===== src/hdl/qst_pkg.sv =====
// Shared types, constants and helper functions for the query string tokenizer.
`default_nettype none
package qst_pkg;

	localparam int ByteW = 8;
	localparam int KindW = 2;

	// Kind codes carried with every result
	localparam logic [KindW-1:0] KIND_KEY      = 2'd0;
	localparam logic [KindW-1:0] KIND_VALUE    = 2'd1;
	localparam logic [KindW-1:0] KIND_PAIR_END = 2'd2;

	// Delimiter characters
	localparam logic [ByteW-1:0] CH_QUESTION = 8'h3F;
	localparam logic [ByteW-1:0] CH_EQUALS   = 8'h3D;
	localparam logic [ByteW-1:0] CH_AMP      = 8'h26;
	localparam logic [ByteW-1:0] CH_PERCENT  = 8'h25;
	localparam logic [ByteW-1:0] CH_PLUS     = 8'h2B;
	localparam logic [ByteW-1:0] CH_SPACE    = 8'h20;

	typedef struct packed {
		logic [ByteW-1:0] data;
		logic [KindW-1:0] kind;
		logic             bad;
		logic             last;
	} qst_result_t;

	typedef struct packed {
		logic       valid;
		logic [3:0] value;
	} qst_hex_t;

	// Decode one ASCII hex digit (0-9, a-f, A-F)
	function automatic qst_hex_t hex_decode(input logic [ByteW-1:0] c);
		qst_hex_t h;
		logic [ByteW-1:0] d;
		h = '0;
		d = '0;
		if (c >= 8'h30 && c <= 8'h39) begin
			d = c - 8'h30;
			h.valid = 1'b1;
			h.value = d[3:0];
		end else if (c >= 8'h61 && c <= 8'h66) begin
			d = c - 8'h57;
			h.valid = 1'b1;
			h.value = d[3:0];
		end else if (c >= 8'h41 && c <= 8'h46) begin
			d = c - 8'h37;
			h.valid = 1'b1;
			h.value = d[3:0];
		end
		return h;
	endfunction

	function automatic qst_result_t make_result(input logic [ByteW-1:0] data,
		input logic [KindW-1:0] kind, input logic bad);
		qst_result_t r;
		r.data = data;
		r.kind = kind;
		r.bad  = bad;
		r.last = 1'b0;
		return r;
	endfunction

endpackage
`default_nettype wire


===== src/hdl/query_string_tokenizer.sv =====
// Top level of the query string tokenizer: parse state and two-entry result buffer.
// The first result of a request is offered on the master side in the cycle after the request is accepted.
// Throughput: one URI byte per cycle while m_tready is high; a byte that yields two results holds
//   the slave side until its first result has been taken, set by the single-result output port.
// Reset: arst_n clears the parse state and empties the result buffer asynchronously.
// A request with tlast set returns the parser to its reset state after its results.
`default_nettype none
module query_string_tokenizer import qst_pkg::*; (
	input  wire logic             clk,
	input  wire logic             arst_n,
	// slave side: URI bytes
	input  wire logic             s_tvalid,
	output logic                  s_tready,
	input  wire logic [ByteW-1:0] s_tdata,   // [7:0] in_byte
	input  wire logic             s_tlast,   // in_last
	// master side: tokens
	output logic                  m_tvalid,
	input  wire logic             m_tready,
	output logic [ByteW-1:0]      m_tdata,   // [7:0] out_byte
	output logic [KindW:0]        m_tuser,   // [1:0] out_kind, [2] bad_escape
	output logic                  m_tlast    // out_last
);

	typedef enum logic [1:0] {
		PH_SKIP  = 2'd0,  // before the first '?'
		PH_KEY   = 2'd1,
		PH_VALUE = 2'd2
	} phase_t;

	// parse state
	phase_t     phase_q;
	logic [1:0] esc_q;       // 0 no escape, 1 after '%', 2 after first escape byte
	logic [3:0] nibble_q;    // value of first escape digit
	logic       nib_ok_q;    // first escape byte was a hex digit
	logic       pair_open_q;

	// next state
	phase_t     phase_d;
	logic [1:0] esc_d;
	logic [3:0] nibble_d;
	logic       nib_ok_d;
	logic       pair_open_d;

	// results of the current request
	qst_result_t res_d [2];
	logic [1:0]  n_d;

	// output buffer: slot 0 is presented, slot 1 waits behind it
	qst_result_t slot0_q, slot1_q;
	logic [1:0]  cnt_q;

	logic     s_fire, m_fire;
	qst_hex_t hx;
	logic     in_pair;

	assign s_fire = s_tvalid & s_tready;
	assign m_fire = m_tvalid & m_tready;

	// Take a new request when the buffer is empty or its only result leaves this cycle.
	assign s_tready = (cnt_q == 2'd0) || ((cnt_q == 2'd1) && m_tready);

	assign m_tvalid = (cnt_q != 2'd0);
	assign m_tdata  = slot0_q.data;
	assign m_tuser  = {slot0_q.bad, slot0_q.kind};
	assign m_tlast  = slot0_q.last;

	assign hx      = hex_decode(s_tdata);
	assign in_pair = (phase_q == PH_KEY) || (phase_q == PH_VALUE);

	// Parse one byte: next state and up to two results.
	always_comb begin
		phase_d     = phase_q;
		esc_d       = esc_q;
		nibble_d    = nibble_q;
		nib_ok_d    = nib_ok_q;
		pair_open_d = pair_open_q;
		res_d[0]    = '0;
		res_d[1]    = '0;
		n_d         = 2'd0;

		if (in_pair) begin
			pair_open_d = 1'b1;
			if (s_tdata == CH_AMP) begin
				// close the pair, flushing a cut-short escape first
				if (esc_q != 2'd0) begin
					res_d[n_d[0]] = make_result(((esc_q == 2'd2) && nib_ok_q) ?
						{4'd0, nibble_q} : '0, KIND_VALUE, 1'b1);
					n_d   = n_d + 2'd1;
					esc_d = 2'd0;
				end
				res_d[n_d[0]] = make_result('0, KIND_PAIR_END, 1'b0);
				n_d         = n_d + 2'd1;
				pair_open_d = 1'b0;
				phase_d     = PH_KEY;
			end else if (phase_q == PH_KEY) begin
				if (s_tdata == CH_EQUALS) begin
					phase_d = PH_VALUE;
				end else begin
					res_d[n_d[0]] = make_result(s_tdata, KIND_KEY, 1'b0);
					n_d = n_d + 2'd1;
				end
			end else if (esc_q == 2'd1) begin
				// hold the first escape digit
				nib_ok_d = hx.valid;
				nibble_d = hx.valid ? hx.value : 4'd0;
				esc_d    = 2'd2;
			end else if (esc_q == 2'd2) begin
				if (nib_ok_q && hx.valid) begin
					res_d[n_d[0]] = make_result({nibble_q, hx.value}, KIND_VALUE, 1'b0);
				end else if (nib_ok_q) begin
					res_d[n_d[0]] = make_result({4'd0, nibble_q}, KIND_VALUE, 1'b1);
				end else begin
					res_d[n_d[0]] = make_result('0, KIND_VALUE, 1'b1);
				end
				n_d   = n_d + 2'd1;
				esc_d = 2'd0;
			end else if (s_tdata == CH_PERCENT) begin
				esc_d = 2'd1;
			end else if (s_tdata == CH_PLUS) begin
				res_d[n_d[0]] = make_result(CH_SPACE, KIND_VALUE, 1'b0);
				n_d = n_d + 2'd1;
			end else begin
				res_d[n_d[0]] = make_result(s_tdata, KIND_VALUE, 1'b0);
				n_d = n_d + 2'd1;
			end
		end else if (s_tdata == CH_QUESTION) begin
			phase_d     = PH_KEY;
			pair_open_d = 1'b0;
			esc_d       = 2'd0;
		end

		if (s_tlast) begin
			// end of URI: close an open pair, then drop back to reset state
			if ((phase_d != PH_SKIP) && pair_open_d) begin
				if (esc_d != 2'd0) begin
					res_d[n_d[0]] = make_result(((esc_d == 2'd2) && nib_ok_d) ?
						{4'd0, nibble_d} : '0, KIND_VALUE, 1'b1);
					n_d = n_d + 2'd1;
				end
				res_d[n_d[0]] = make_result('0, KIND_PAIR_END, 1'b0);
				n_d = n_d + 2'd1;
			end
			phase_d     = PH_SKIP;
			esc_d       = 2'd0;
			nibble_d    = 4'd0;
			nib_ok_d    = 1'b0;
			pair_open_d = 1'b0;
		end

		// mark the final result of this request
		if (n_d == 2'd1) begin
			res_d[0].last = 1'b1;
		end else if (n_d == 2'd2) begin
			res_d[1].last = 1'b1;
		end
	end

	// parse state advances on every accepted request
	always_ff @(posedge clk or negedge arst_n) begin
		if (!arst_n) begin
			phase_q     <= PH_SKIP;
			esc_q       <= 2'd0;
			nibble_q    <= 4'd0;
			nib_ok_q    <= 1'b0;
			pair_open_q <= 1'b0;
		end else if (s_fire) begin
			phase_q     <= phase_d;
			esc_q       <= esc_d;
			nibble_q    <= nibble_d;
			nib_ok_q    <= nib_ok_d;
			pair_open_q <= pair_open_d;
		end
	end

	// result buffer occupancy
	always_ff @(posedge clk or negedge arst_n) begin
		if (!arst_n) begin
			cnt_q <= 2'd0;
		end else if (s_fire) begin
			cnt_q <= n_d;
		end else if (m_fire) begin
			cnt_q <= cnt_q - 2'd1;
		end
	end

	// result payload: load both slots on a request, else advance slot 1 on a take
	always_ff @(posedge clk) begin
		if (s_fire) begin
			slot0_q <= res_d[0];
			slot1_q <= res_d[1];
		end else if (m_fire) begin
			slot0_q <= slot1_q;
		end
	end

endmodule
`default_nettype wire


===== config.mk =====
export PLATFORM = sky130hd
export DESIGN_NAME = query_string_tokenizer
export DESIGN_NICKNAME = d
export VERILOG_FILES = /design/src/hdl/qst_pkg.sv /design/src/hdl/query_string_tokenizer.sv
export SDC_FILE = /design/constraint.sdc
export NUM_CORES = 1
export LEC_CHECK = 0
export BUFFER_PORTS_ARGS = -buffer_cell sky130_fd_sc_hd__buf_2
export CAP_MARGIN = 0
export CORE_MARGIN = 2
export CORE_UTILIZATION = 47
export CTS_BUF_LIST = sky130_fd_sc_hd__clkbuf_8 sky130_fd_sc_hd__clkbuf_16
export CTS_CLUSTER_SIZE = 12
export DETAILED_ROUTE_END_ITERATION = 8
export GPL_ROUTABILITY_DRIVEN = 1
export PLACE_DENSITY = 0.79
export SLEW_MARGIN = 20
export SYNTH_ARGS = -nofsm -noshare
export SYNTH_HDL_FRONTEND = slang
export SYNTH_SLANG_ARGS = --single-unit

===== constraint.sdc =====
create_clock -name clk -period 2.99 [get_ports clk]
set_input_delay 0.598 -clock clk [delete_from_list [all_inputs] [get_ports clk]]
set_output_delay 0.598 -clock clk [all_outputs]
set_load 0.01 [all_outputs]

# [Word level (Yosys, flattened, before mapping)]
# Index checks and enable logic that the tools add are counted.
[totals] regBits=36 input_bits=13 output_inout_bits=14 wordCells=159
[classes] n_addsub=7 order_cmp=12 n_eq_ne=13 mux=83 bitwise_logic=11 reduce_logical=19
[op_table] cell="2-to-1 mux 12 bit" n=16
[op_table] cell="2-to-1 mux 24 bit" n=6
[op_table] cell="2-to-1 mux 2 bit" n=27
[op_table] cell="AND 22 bit" n=2
[op_table] cell="inverter 22 bit" n=2
[op_table] cell="== test 8 x 6 -> 1 bit, second input constant" n=5
[op_table] cell="demux 12 bit (select 1 bit)" n=3
[op_table] cell="2-to-1 mux 4 bit" n=8
[op_table] cell="bitwise mux 24 bit" n=1
[op_table] cell="2-to-1 mux 1 bit" n=17
[op_table] cell=">= comparator 8 x 7 -> 1 bit, second input constant" n=2
[op_table] cell="less-or-equal comparator 8 x 7 -> 1 bit, second input constant" n=2
[op_table] cell="2-to-1 mux 8 bit" n=2
[op_table] cell="2-to-1 mux 5 bit" n=3
[op_table] cell="logical AND 1 bit" n=11
[op_table] cell="nonzero test 2 bit" n=5
[op_table] cell="== test 2 x 1 -> 1 bit, second input constant" n=4
[op_table] cell="== test 2 bit, second input constant" n=4
[op_table] cell=">= comparator 8 x 6 -> 1 bit, second input constant" n=1
[op_table] cell="less-or-equal comparator 8 x 6 -> 1 bit, second input constant" n=1
[op_table] cell="subtractor 4 x 3 -> 4 bit, second input constant" n=2
[op_table] cell="adder 2 x 1 -> 2 bit, second input constant" n=3
[op_table] cell=">= comparator 2 bit, second input constant" n=3
[op_table] cell="less-than comparator 2 x 1 -> 1 bit, second input constant" n=3
[op_table] cell="7 further kinds" n=12

# [Longest topological paths before layout]
# Gate-level depths: netlist of run 1.
[logic_depth] ltp_word=22 mapped_depth=12 depth_no_buf=11

# [Worst setup path before layout of run 1]
# Ideal clock, no wire load.
[synth_path] kind="input -> register" from="input s_tdata[1]" to="register slot0_q (netlist bit m_tdata[1]), data pin" setup_ns=0.261 arrival_time_ns=3.032 required_time_ns=2.729 path_slack_ns=-0.303 stages=10 n_path_buf=0 cell_sequence="inv_1 -> ha_1 -> nor3b_1 -> a311oi_1 -> o31ai_2 -> inv_1 -> ha_1 -> o21ai_0 -> a2111oi_0 -> a221o_1"
[synth_between] elab_chain_len=21 elab_cells_between_ends=92 classes_between="add/sub (4); order compare (10); eq/ne (6); mux (58); bitwise (4); reduce/logical (10)"
[synth_rtl] item="from (decl)" line="query_string_tokenizer.sv:14" rtl="input wire logic [ByteW-1:0] s_tdata,"
[synth_rtl] item="== test 8 x 6 -> 1 bit" line="query_string_tokenizer.sv:117" rtl="end else if (s_tdata == CH_PERCENT) begin"
[synth_rtl] item="2-to-1 mux 1 bit / 2-to-1 mux 2 bit (equally long branches)" line="query_string_tokenizer.sv:117"
[synth_rtl] item="2-to-1 mux 1 bit / 2-to-1 mux 2 bit (equally long branches)" line="query_string_tokenizer.sv:107" rtl="end else if (esc_q == 2'd2) begin"
[synth_rtl] item="2-to-1 mux 1 bit / 2-to-1 mux 2 bit (equally long branches)" line="query_string_tokenizer.sv:102" rtl="end else if (esc_q == 2'd1) begin"
[synth_rtl] item="2-to-1 mux 2 bit" line="query_string_tokenizer.sv:95" rtl="end else if (phase_q == PH_KEY) begin"
[synth_rtl] item="2-to-1 mux 2 bit" line="query_string_tokenizer.sv:83" rtl="if (s_tdata == CH_AMP) begin"
[synth_rtl] item="2-to-1 mux 2 bit" line="query_string_tokenizer.sv:81" rtl="if (in_pair) begin"
[synth_rtl] item="adder 2 x 1 -> 2 bit / nonzero test 2 bit (equally long branches)" line="query_string_tokenizer.sv:138, query_string_tokenizer.sv:135"
[synth_rtl] item="[5 not listed]"
[synth_rtl] item="logical AND 1 bit (not written as such)" line="query_string_tokenizer.sv:140" rtl="res_d[n_d[0]] = make_result('0, KIND_PAIR_END, 1'b0);"
[synth_rtl] item="2-to-1 mux 12 bit (not written as such)" line="query_string_tokenizer.sv:140"
[synth_rtl] item="demux 12 bit (select 1 bit)" line="query_string_tokenizer.sv:140"
[synth_rtl] item="inverter 22 bit (no source line)"
[synth_rtl] item="AND 22 bit (no source line)"
[synth_rtl] item="2-to-1 mux 24 bit" line="query_string_tokenizer.sv:134" rtl="if ((phase_d != PH_SKIP) && pair_open_d) begin"
[synth_rtl] item="2-to-1 mux 24 bit (*)" line="query_string_tokenizer.sv:132" rtl="if (s_tlast) begin"
[synth_rtl] item="2-to-1 mux 12 bit (*)" line="query_string_tokenizer.sv:188" rtl="if (s_fire) begin"
[synth_rtl] item="to (signal assigned)" line="query_string_tokenizer.sv:189" rtl="slot0_q <= res_d[0];"
[synth_rtl] item="to (signal assigned)" line="query_string_tokenizer.sv:192" rtl="slot0_q <= slot1_q;"
[synth_rtl] item="to (decl)" line="query_string_tokenizer.sv:49" rtl="qst_result_t slot0_q, slot1_q;"
# Every way passes the cells marked *; elsewhere a longest branch is shown, timed or not. The select of a mux whose other input is x is not followed.
# A chain may end at the register's enable or synchronous reset.

# [Worst setup path after layout of run 1]
[layout_path] from="register phase_q[1]" to="register slot0_q (netlist bit m_tdata[6]), data pin"
[layout_between] elab_chain_len=18 elab_cells_between_ends=46 classes_between="add/sub (1); order compare (4); eq/ne (2); mux (29); bitwise (4); reduce/logical (6)"
[layout_rtl] item="from (decl)" line="query_string_tokenizer.sv:31" rtl="phase_t phase_q;"
[layout_rtl] item="from (signal assigned)" line="query_string_tokenizer.sv:167" rtl="phase_q <= phase_d;"
[layout_rtl] item="== test 2 x 1 -> 1 bit" line="query_string_tokenizer.sv:68, query_string_tokenizer.sv:95"
[layout_rtl] item="2-to-1 mux 2 bit" line="query_string_tokenizer.sv:95"
[layout_rtl] item="2-to-1 mux 2 bit" line="query_string_tokenizer.sv:83"
[layout_rtl] item="2-to-1 mux 2 bit" line="query_string_tokenizer.sv:81"
[layout_rtl] item="adder 2 x 1 -> 2 bit / nonzero test 2 bit (equally long branches)" line="query_string_tokenizer.sv:138, query_string_tokenizer.sv:135"
[layout_rtl] item="2-to-1 mux 2 bit" line="query_string_tokenizer.sv:135" rtl="if (esc_d != 2'd0) begin"
[layout_rtl] item="2-to-1 mux 2 bit" line="query_string_tokenizer.sv:134"
[layout_rtl] item="2-to-1 mux 2 bit" line="query_string_tokenizer.sv:132"
[layout_rtl] item="[2 not listed]"
[layout_rtl] item="logical AND 1 bit (not written as such)" line="query_string_tokenizer.sv:140"
[layout_rtl] item="2-to-1 mux 12 bit (not written as such)" line="query_string_tokenizer.sv:140"
[layout_rtl] item="demux 12 bit (select 1 bit)" line="query_string_tokenizer.sv:140"
[layout_rtl] item="inverter 22 bit (no source line)"
[layout_rtl] item="AND 22 bit (no source line)"
[layout_rtl] item="2-to-1 mux 24 bit" line="query_string_tokenizer.sv:134"
[layout_rtl] item="2-to-1 mux 24 bit (*)" line="query_string_tokenizer.sv:132"
[layout_rtl] item="2-to-1 mux 12 bit (*)" line="query_string_tokenizer.sv:188"
# Marked as above.

==> impl_metrics.ini, run 1 <==
[routing]
vias_per_cell = 6.11
vias = 2585
wirelength_microns = 7210
post_drt_wl_per_cell_microns = 17.0
ant_nets = 0
first_iter_violations = 259
drc_errors = 0
firstDrtPassIters = 5

[floorplan]
rows = 26
die_w_microns = 75.8
core_area_sq_mm = 0.00504
dieArea_sq_mm = 0.00574
dieHeight_microns = 75.8
start_util_pct = 48.0
ios = 27

[placement]
gp_congestion = 0.939
dp.cells = 415
port_buffers = 26
hpwl_microns = 5420

[pwr]
power_density_mw_per_mm2 = 455
combPwrFrac_pct = 30.6
p_leak_nw = 1.35
switchingPower_uw = 462
pwr-share-clk_pct = 27.8
p_seq_share_pct = 41.6
peakVddDrop_mv = 0.436
p_int_uw = 991
swShare_pct = 31.8

[layout]
multiInputGateArea_sq_mm = 0.00153
final_common_cell = buf_4
fin_cells = 423
regArea_sq_um = 871
nFillCells = 407
drive_above_1_share_pct = 32.9
antennaDiodeCount = 0
area_growth_pct = 32.1
fin_nets = 374
mostFrequentLayoutCells = buf_4, nand2_1, buf_2

[critical_path]
arrival_ns = 3.00
cp-end-kind = register
r2r_end = m_tdata[6]
cpLargestDelayFamily = simple AND/OR/NAND/NOR gates
worstPathRequired_ns = 3.13
cp.buffers_inverters = 1
rr_startpoint = phase_q[1]
rrSetupSlack_ns = 0.13
worstPathMaxFanout = 6
reg2reg_depth = 9
cpPeakStageDelay_ns = 0.62
startpoint_type = register
critPathKind = register to register
path_cells = inv_1 > ha_4 > or4b_2 > a21oi_2 > o21ai_2 > ha_4 > o21ai_2 > or4_4 > nor3_1
slowest_stage = or4b_2

[grt]
first_global_vias = 2372
grt_max_degree = 22
grt_pass1_wl_microns = 11400
antenna_found_initial = 0
grt_use_total_pct = 26.6
grt_overflow_total = 0

[clock_tree]
clkLatencyLatePin_ns = 0.29
cts_buffers = 5
htree_levels = 2
cts_root_buf = clkbuf_8
cts.path.max_buffers = 2
post_cts_buffers = 0
cts.clk_slew.worst_paths_ns = 0.07
cts_num_sinks = 31
cts_tree = built

[timing]
slew_violations = 0
slew_headroom_pct = 70.1
setup_viol = 0
fmax_mhz = 350
min_period_over_period_pct = 95.7
tightest_slew_ns = 0.437
rsz0062_at_grt = false
period_minus_slack_ns = 2.86
hold_viol = 0
finalSetupTns_ns = 0
fin_worst_skew_ns = 0.0108

[synthesis]
synth-seq-cells = 31
synth_compound_area_share_pct = 30.3
ys_types = 65
syn-instance-count = 278
synth-simple-area-share_pct = 23.0
synth_area_sq_mm = 0.00242
synth.largest_area_cell = edfxtp_1
synth_edf_count = 19
netlist.area_leader.share_pct = 23.6
synth_adder_area_share_pct = 4.65
synth_top_family_by_area = compound AO/OA/AOI/OAI gates
synth.avg_cell_area_sq_um = 8.71
syn_nets = 300
yosysWarnings = 0
synthArstFlopShare_pct = 38.7
ys_seq_area_share_pct = 36.0
synthFlopType = edfxtp_1
synth_area_leaders = edfxtp_1, dfrtp_1, a21oi_1
synthMuxAreaShare_pct = 0.879
synthXorXnorAreaFrac_pct = 0

[status]
status = finished clean

[job]
max_cap_viol_count = 0

[hold_path]
holdCritPathClass = primary input to async pin
-- sequential cells by signal (all words and copies together) (netlist names) --
| name | flops |
|---|---|
| m_tdata | 8 |
| slot1_q | 7 |
| nibble_q | 4 |
| m_tuser | 3 |
| cnt_q | 2 |
| esc_q | 2 |
| phase_q | 2 |
| m_tlast | 1 |
| nib_ok_q | 1 |
| pair_open_q | 1 |
-- worst register-to-register path: cells and delay by family, from the launching register on --
family | cells | cell delay, ns
simple gates | 3 | 1.28
buf+inv | 1 | 0.10
flops | 1 | 0.39
compound gates | 3 | 0.41
fa+ha+maj | 2 | 0.53
-- power by group through the flow --
| stage | clock [mW] | combinational, mW | sequential (mW) |
|---|---|---|---|
| 5_1_grt | 0.425 | 0.492 | 0.617 |
| 6_report | 0.404 | 0.444 | 0.605 |
| 2_1_floorplan | 0 | 0.225 | 0.639 |
| 3_3_place_gp | 0 | 0.424 | 0.609 |
| 3_5_place_dp | 0 | 0.438 | 0.615 |
| 4_1_cts | 0.407 | 0.440 | 0.607 |
-- per-layer routing --
metal	vias up	routed length, microns	share of wire, %	track usage (%)
met1	1210	3100	43	35.5
met5	-	0	0	0
li1	1224	-	-	-
met4	0	193	2.7	9.16
met3	22	412	5.7	5.56
met2	129	3500	49	42.8
-- cells by family (layout without fill, tap and decap cells) --
group / count (synthesis) / after routing
and+or+nand+nor: 102 / 102
adders and majority gates: 9 / 9
DFF: 31 / 31
AOI/OAI and AO/OA: 104 / 104
muxes: 2 / 2
buffers and inverters: 30 / 105
-- through the flow --
stage | hold slack, ns | worst slack (ns) | util [%] | area, sq um | total power, mW
after detailed placement | 0.485 | -0.0761 | 60.8 | 3070 | 1.05
after global routing | 0.213 | 0.0388 | 63.4 | 3200 | 1.53
after floorplan | 0.302 | 0.0545 | - | 2490 | 0.864
final | 0.201 | 0.129 | 63.4 | 3200 | 1.45
after global placement | 0.496 | -0.0612 | 60.8 | 3070 | 1.03
after CTS | 0.207 | 0.0278 | 63.0 | 3180 | 1.45
-- repair_timing --
| item | in CTS | in global routing |
|---|---|---|
| hold buffers | 0 | 0 |
| resized for setup | 0 | 4 |
| endpoints found under the setup margin | 0 | 8 |
| endpoints found under the hold margin | 0 | 0 |
-- Yosys cell counts, drive strengths merged, types with 4 or more instances --
| cell | n |
|---|---|
| nand2 | 28 |
| a21oi | 24 |
| o21ai | 23 |
| nor2 | 20 |
| edfxtp | 19 |
| inv | 14 |
| dfrtp | 12 |
| clkbuf | 10 |
| ha | 9 |
| nor3 | 9 |
| and3 | 6 |
| a22o | 5 |
| a31oi | 5 |
| buf | 5 |
| nand2b | 5 |
| nand3 | 5 |
| a211oi | 4 |
| nor3b | 4 |
| o211ai | 4 |
| o21a | 4 |
| o22ai | 4 |
| or4 | 4 |
-- worst max path at each step --
stage | start | endpoint | slack (ns) | depth (start not counted)
after floorplan | s_tdata[2] | m_tdata[6] | 0.05 | 10
after global placement | s_tdata[0] | m_tdata[6] | -0.06 | 10
after detailed placement | s_tdata[0] | m_tdata[6] | -0.08 | 10
after CTS | phase_q[0] | slot1_q[0] | 0.03 | 9
after global routing | phase_q[1] | m_tdata[6] | 0.04 | 9
final | phase_q[1] | m_tdata[6] | 0.13 | 9
-- final cells by class --
cell class	instances	area share [%]
flip-flops and latches	31	27.2
well taps	70	2.74
multi-input cells	217	47.7
clock inverters	3	1.21
repair buffers	82	17.2
clock buffers	5	2.15
inverters	15	1.76
Power figures use the tool's default switching activity.
==> run 2, diff against run 1 <==
- GPL_TIMING_DRIVEN: default -> 0
- clock period: 2.99 -> 2.6 ns (I/O delays scaled with it)
==> impl_metrics.ini, run 2 (synthesized netlist as in run 1, its figures left out) <==
[layout]
nFillCells = 403
fin_nets = 350
mostFrequentLayoutCells = nand2_1, buf_2, buf_4
stdcell_area_sq_mm = 0.00324
final_common_cell = nand2_1
drive_above_1_share_pct = 35.3
area_growth_pct = 33.8
largest_reg_flops = 8
antennaDiodeCount = 0

[routing]
first_iter_violations = 321
vias = 2523
wirelength_microns = 7380
vias_per_cell = 6.32
ant_nets = 0
firstDrtPassIters = 5
drc_errors = 0
post_drt_wl_per_cell_microns = 18.5

[floorplan]
dieHeight_microns = 75.8
ios = 27
die_w_microns = 75.8
core_area_sq_mm = 0.00504
dieArea_sq_mm = 0.00574
start_util_pct = 48.0
rows = 26

[pwr]
p_int_mw = 1.14
p_seq_share_pct = 41.0
switchingPower_uw = 545
combPwrFrac_pct = 30.8
pwr-share-clk_pct = 28.3
p_leak_nw = 1.24
p_total_mw = 1.68
swShare_pct = 32.4
power_density_mw_per_mm2 = 519
peakVddDrop_mv = 0.528

[clock_tree]
cts_root_buf = clkbuf_8
cts_buffers = 5
cts_num_sinks = 31
cts.path.max_buffers = 2
cts_tree = built
clkLatencyLatePin_ns = 0.29
cts.clk_slew.worst_paths_ns = 0.07
htree_levels = 2

[timing]
slew_headroom_pct = 51.4
fin_ws_ns = -0.0903
hold_viol = 0
setup_viol = 13
period_minus_slack_ns = 2.69
slew_violations = 0
tightest_slew_ns = 0.710
finalSetupTns_ns = -0.806
min_period_over_period_pct = 103
fmax_mhz = 372
whs_ns = 0.0993
rsz0062_at_grt = true
fin_worst_skew_ns = 0.00785

[placement]
hpwl_microns = 5110
port_buffers = 25
gp_congestion = 0.935
place_area_sq_mm = 0.00282

[critical_path]
arrival_ns = 2.83
path_cells = ha_4 > or4b_4 > a21oi_4 > o21ai_4 > ha_4 > o21ai_4 > or4_4 > nor3_4
cpLargestDelayFamily = simple AND/OR/NAND/NOR gates
cp.buffers_inverters = 0
startpoint_type = register
slowest_stage = or4_4
worstPathMaxFanout = 6
critPathKind = register to register
cpPeakStageDelay_ns = 0.55
cp-end-kind = register
worstPathRequired_ns = 2.74

[grt]
antenna_found_initial = 0
grt_overflow_total = 0
grt_use_total_pct = 27.7
first_global_vias = 2343
grt_max_degree = 17
grt_pass1_wl_microns = 11900

[hold_path]
holdCritPathClass = primary input to async pin

[status]
violations = setup timing
status = complete, but fails checks

[job]
max_cap_viol_count = 0
## run 2: changes by cell type in the layout (fill, tap and decap cells not counted), sizes merged
cell,delta
buf,-29
clkbuf,+5
## run 2: path summary, 6_finish.rpt
kind / slack, ns / start / endpoint / depth (start not counted)
max in group asynchronous: 2.27 / arst_n / esc_q[1] / 1
setup reg to reg: -0.09 / phase_q[0] / m_tdata[7] / 8
setup / recovery: -0.09 / phase_q[0] / m_tdata[7] / 8
hold reg to reg: 0.52 / pair_open_q / pair_open_q / 1
hold / removal: 0.1 / arst_n / cnt_q[1] / 1
min in group clk: 0.52 / pair_open_q / pair_open_q / 1
## run 2: layer usage
metal / part of all wire [%] / routed length (microns) / vias to the layer above / GRT usage (%)
met5: 0 / 0 / - / 0
met4: 2.8 / 206 / 0 / 10.7
li1: - / - / 1172 / -
met2: 48 / 3570 / 109 / 45.8
met3: 7.4 / 543 / 19 / 4.63
met1: 41 / 3050 / 1223 / 36.2
## run 2: power by group through the flow
stage	Combinational [mW]	Sequential (mW)	Clock [mW]
floorplan	0.270	0.735	0
global placement	0.475	0.695	0
detailed placement	0.483	0.699	0
CTS	0.512	0.690	0.474
global route	0.575	0.704	0.497
finish	0.517	0.689	0.476
## run 2: area by class of cell
| cell class | count | area (sq um) | area share, % |
|---|---|---|---|
| tap | 70 | 87.6 | 2.70 |
| clock buffer | 5 | 68.8 | 2.12 |
| clock inverter | 3 | 38.8 | 1.20 |
| inverter | 15 | 71.3 | 2.20 |
| multi-input combinational | 217 | 1710 | 52.9 |
| buffer | 13 | 91.3 | 2.82 |
| sequential | 31 | 871 | 26.9 |
| timing repair buffer | 45 | 298 | 9.19 |
## run 2: repair_timing
| action | CTS | global route |
|---|---|---|
| hold buffers | 0 | 0 |
| buffers inserted | 19 | 1 |
| endpoints found under the setup margin | 19 | 14 |
| pin swaps | 14 | 4 |
| gates resized for setup | 31 | 20 |
## run 2: metrics by stage
stage | setup slack [ns] | utilization [%] | std cells
6_report | -0.0903 | 64.2 | 399
5_1_grt | -0.189 | 64.2 | 399
4_1_cts | -0.0828 | 63.1 | 398
3_5_place_dp | -0.672 | 56.0 | 373
3_3_place_gp | -0.625 | 56.0 | 373
2_1_floorplan | -0.148 | - | 278
## run 2: worst register-to-register path, delay by kind of cell (launching register included)
| family | cells | cell delay (ns) |
|---|---|---|
| and+or+nand+nor | 3 | 1.18 |
| adders and majority gates | 2 | 0.57 |
| DFF | 1 | 0.43 |
| AOI/OAI and AO/OA | 3 | 0.37 |
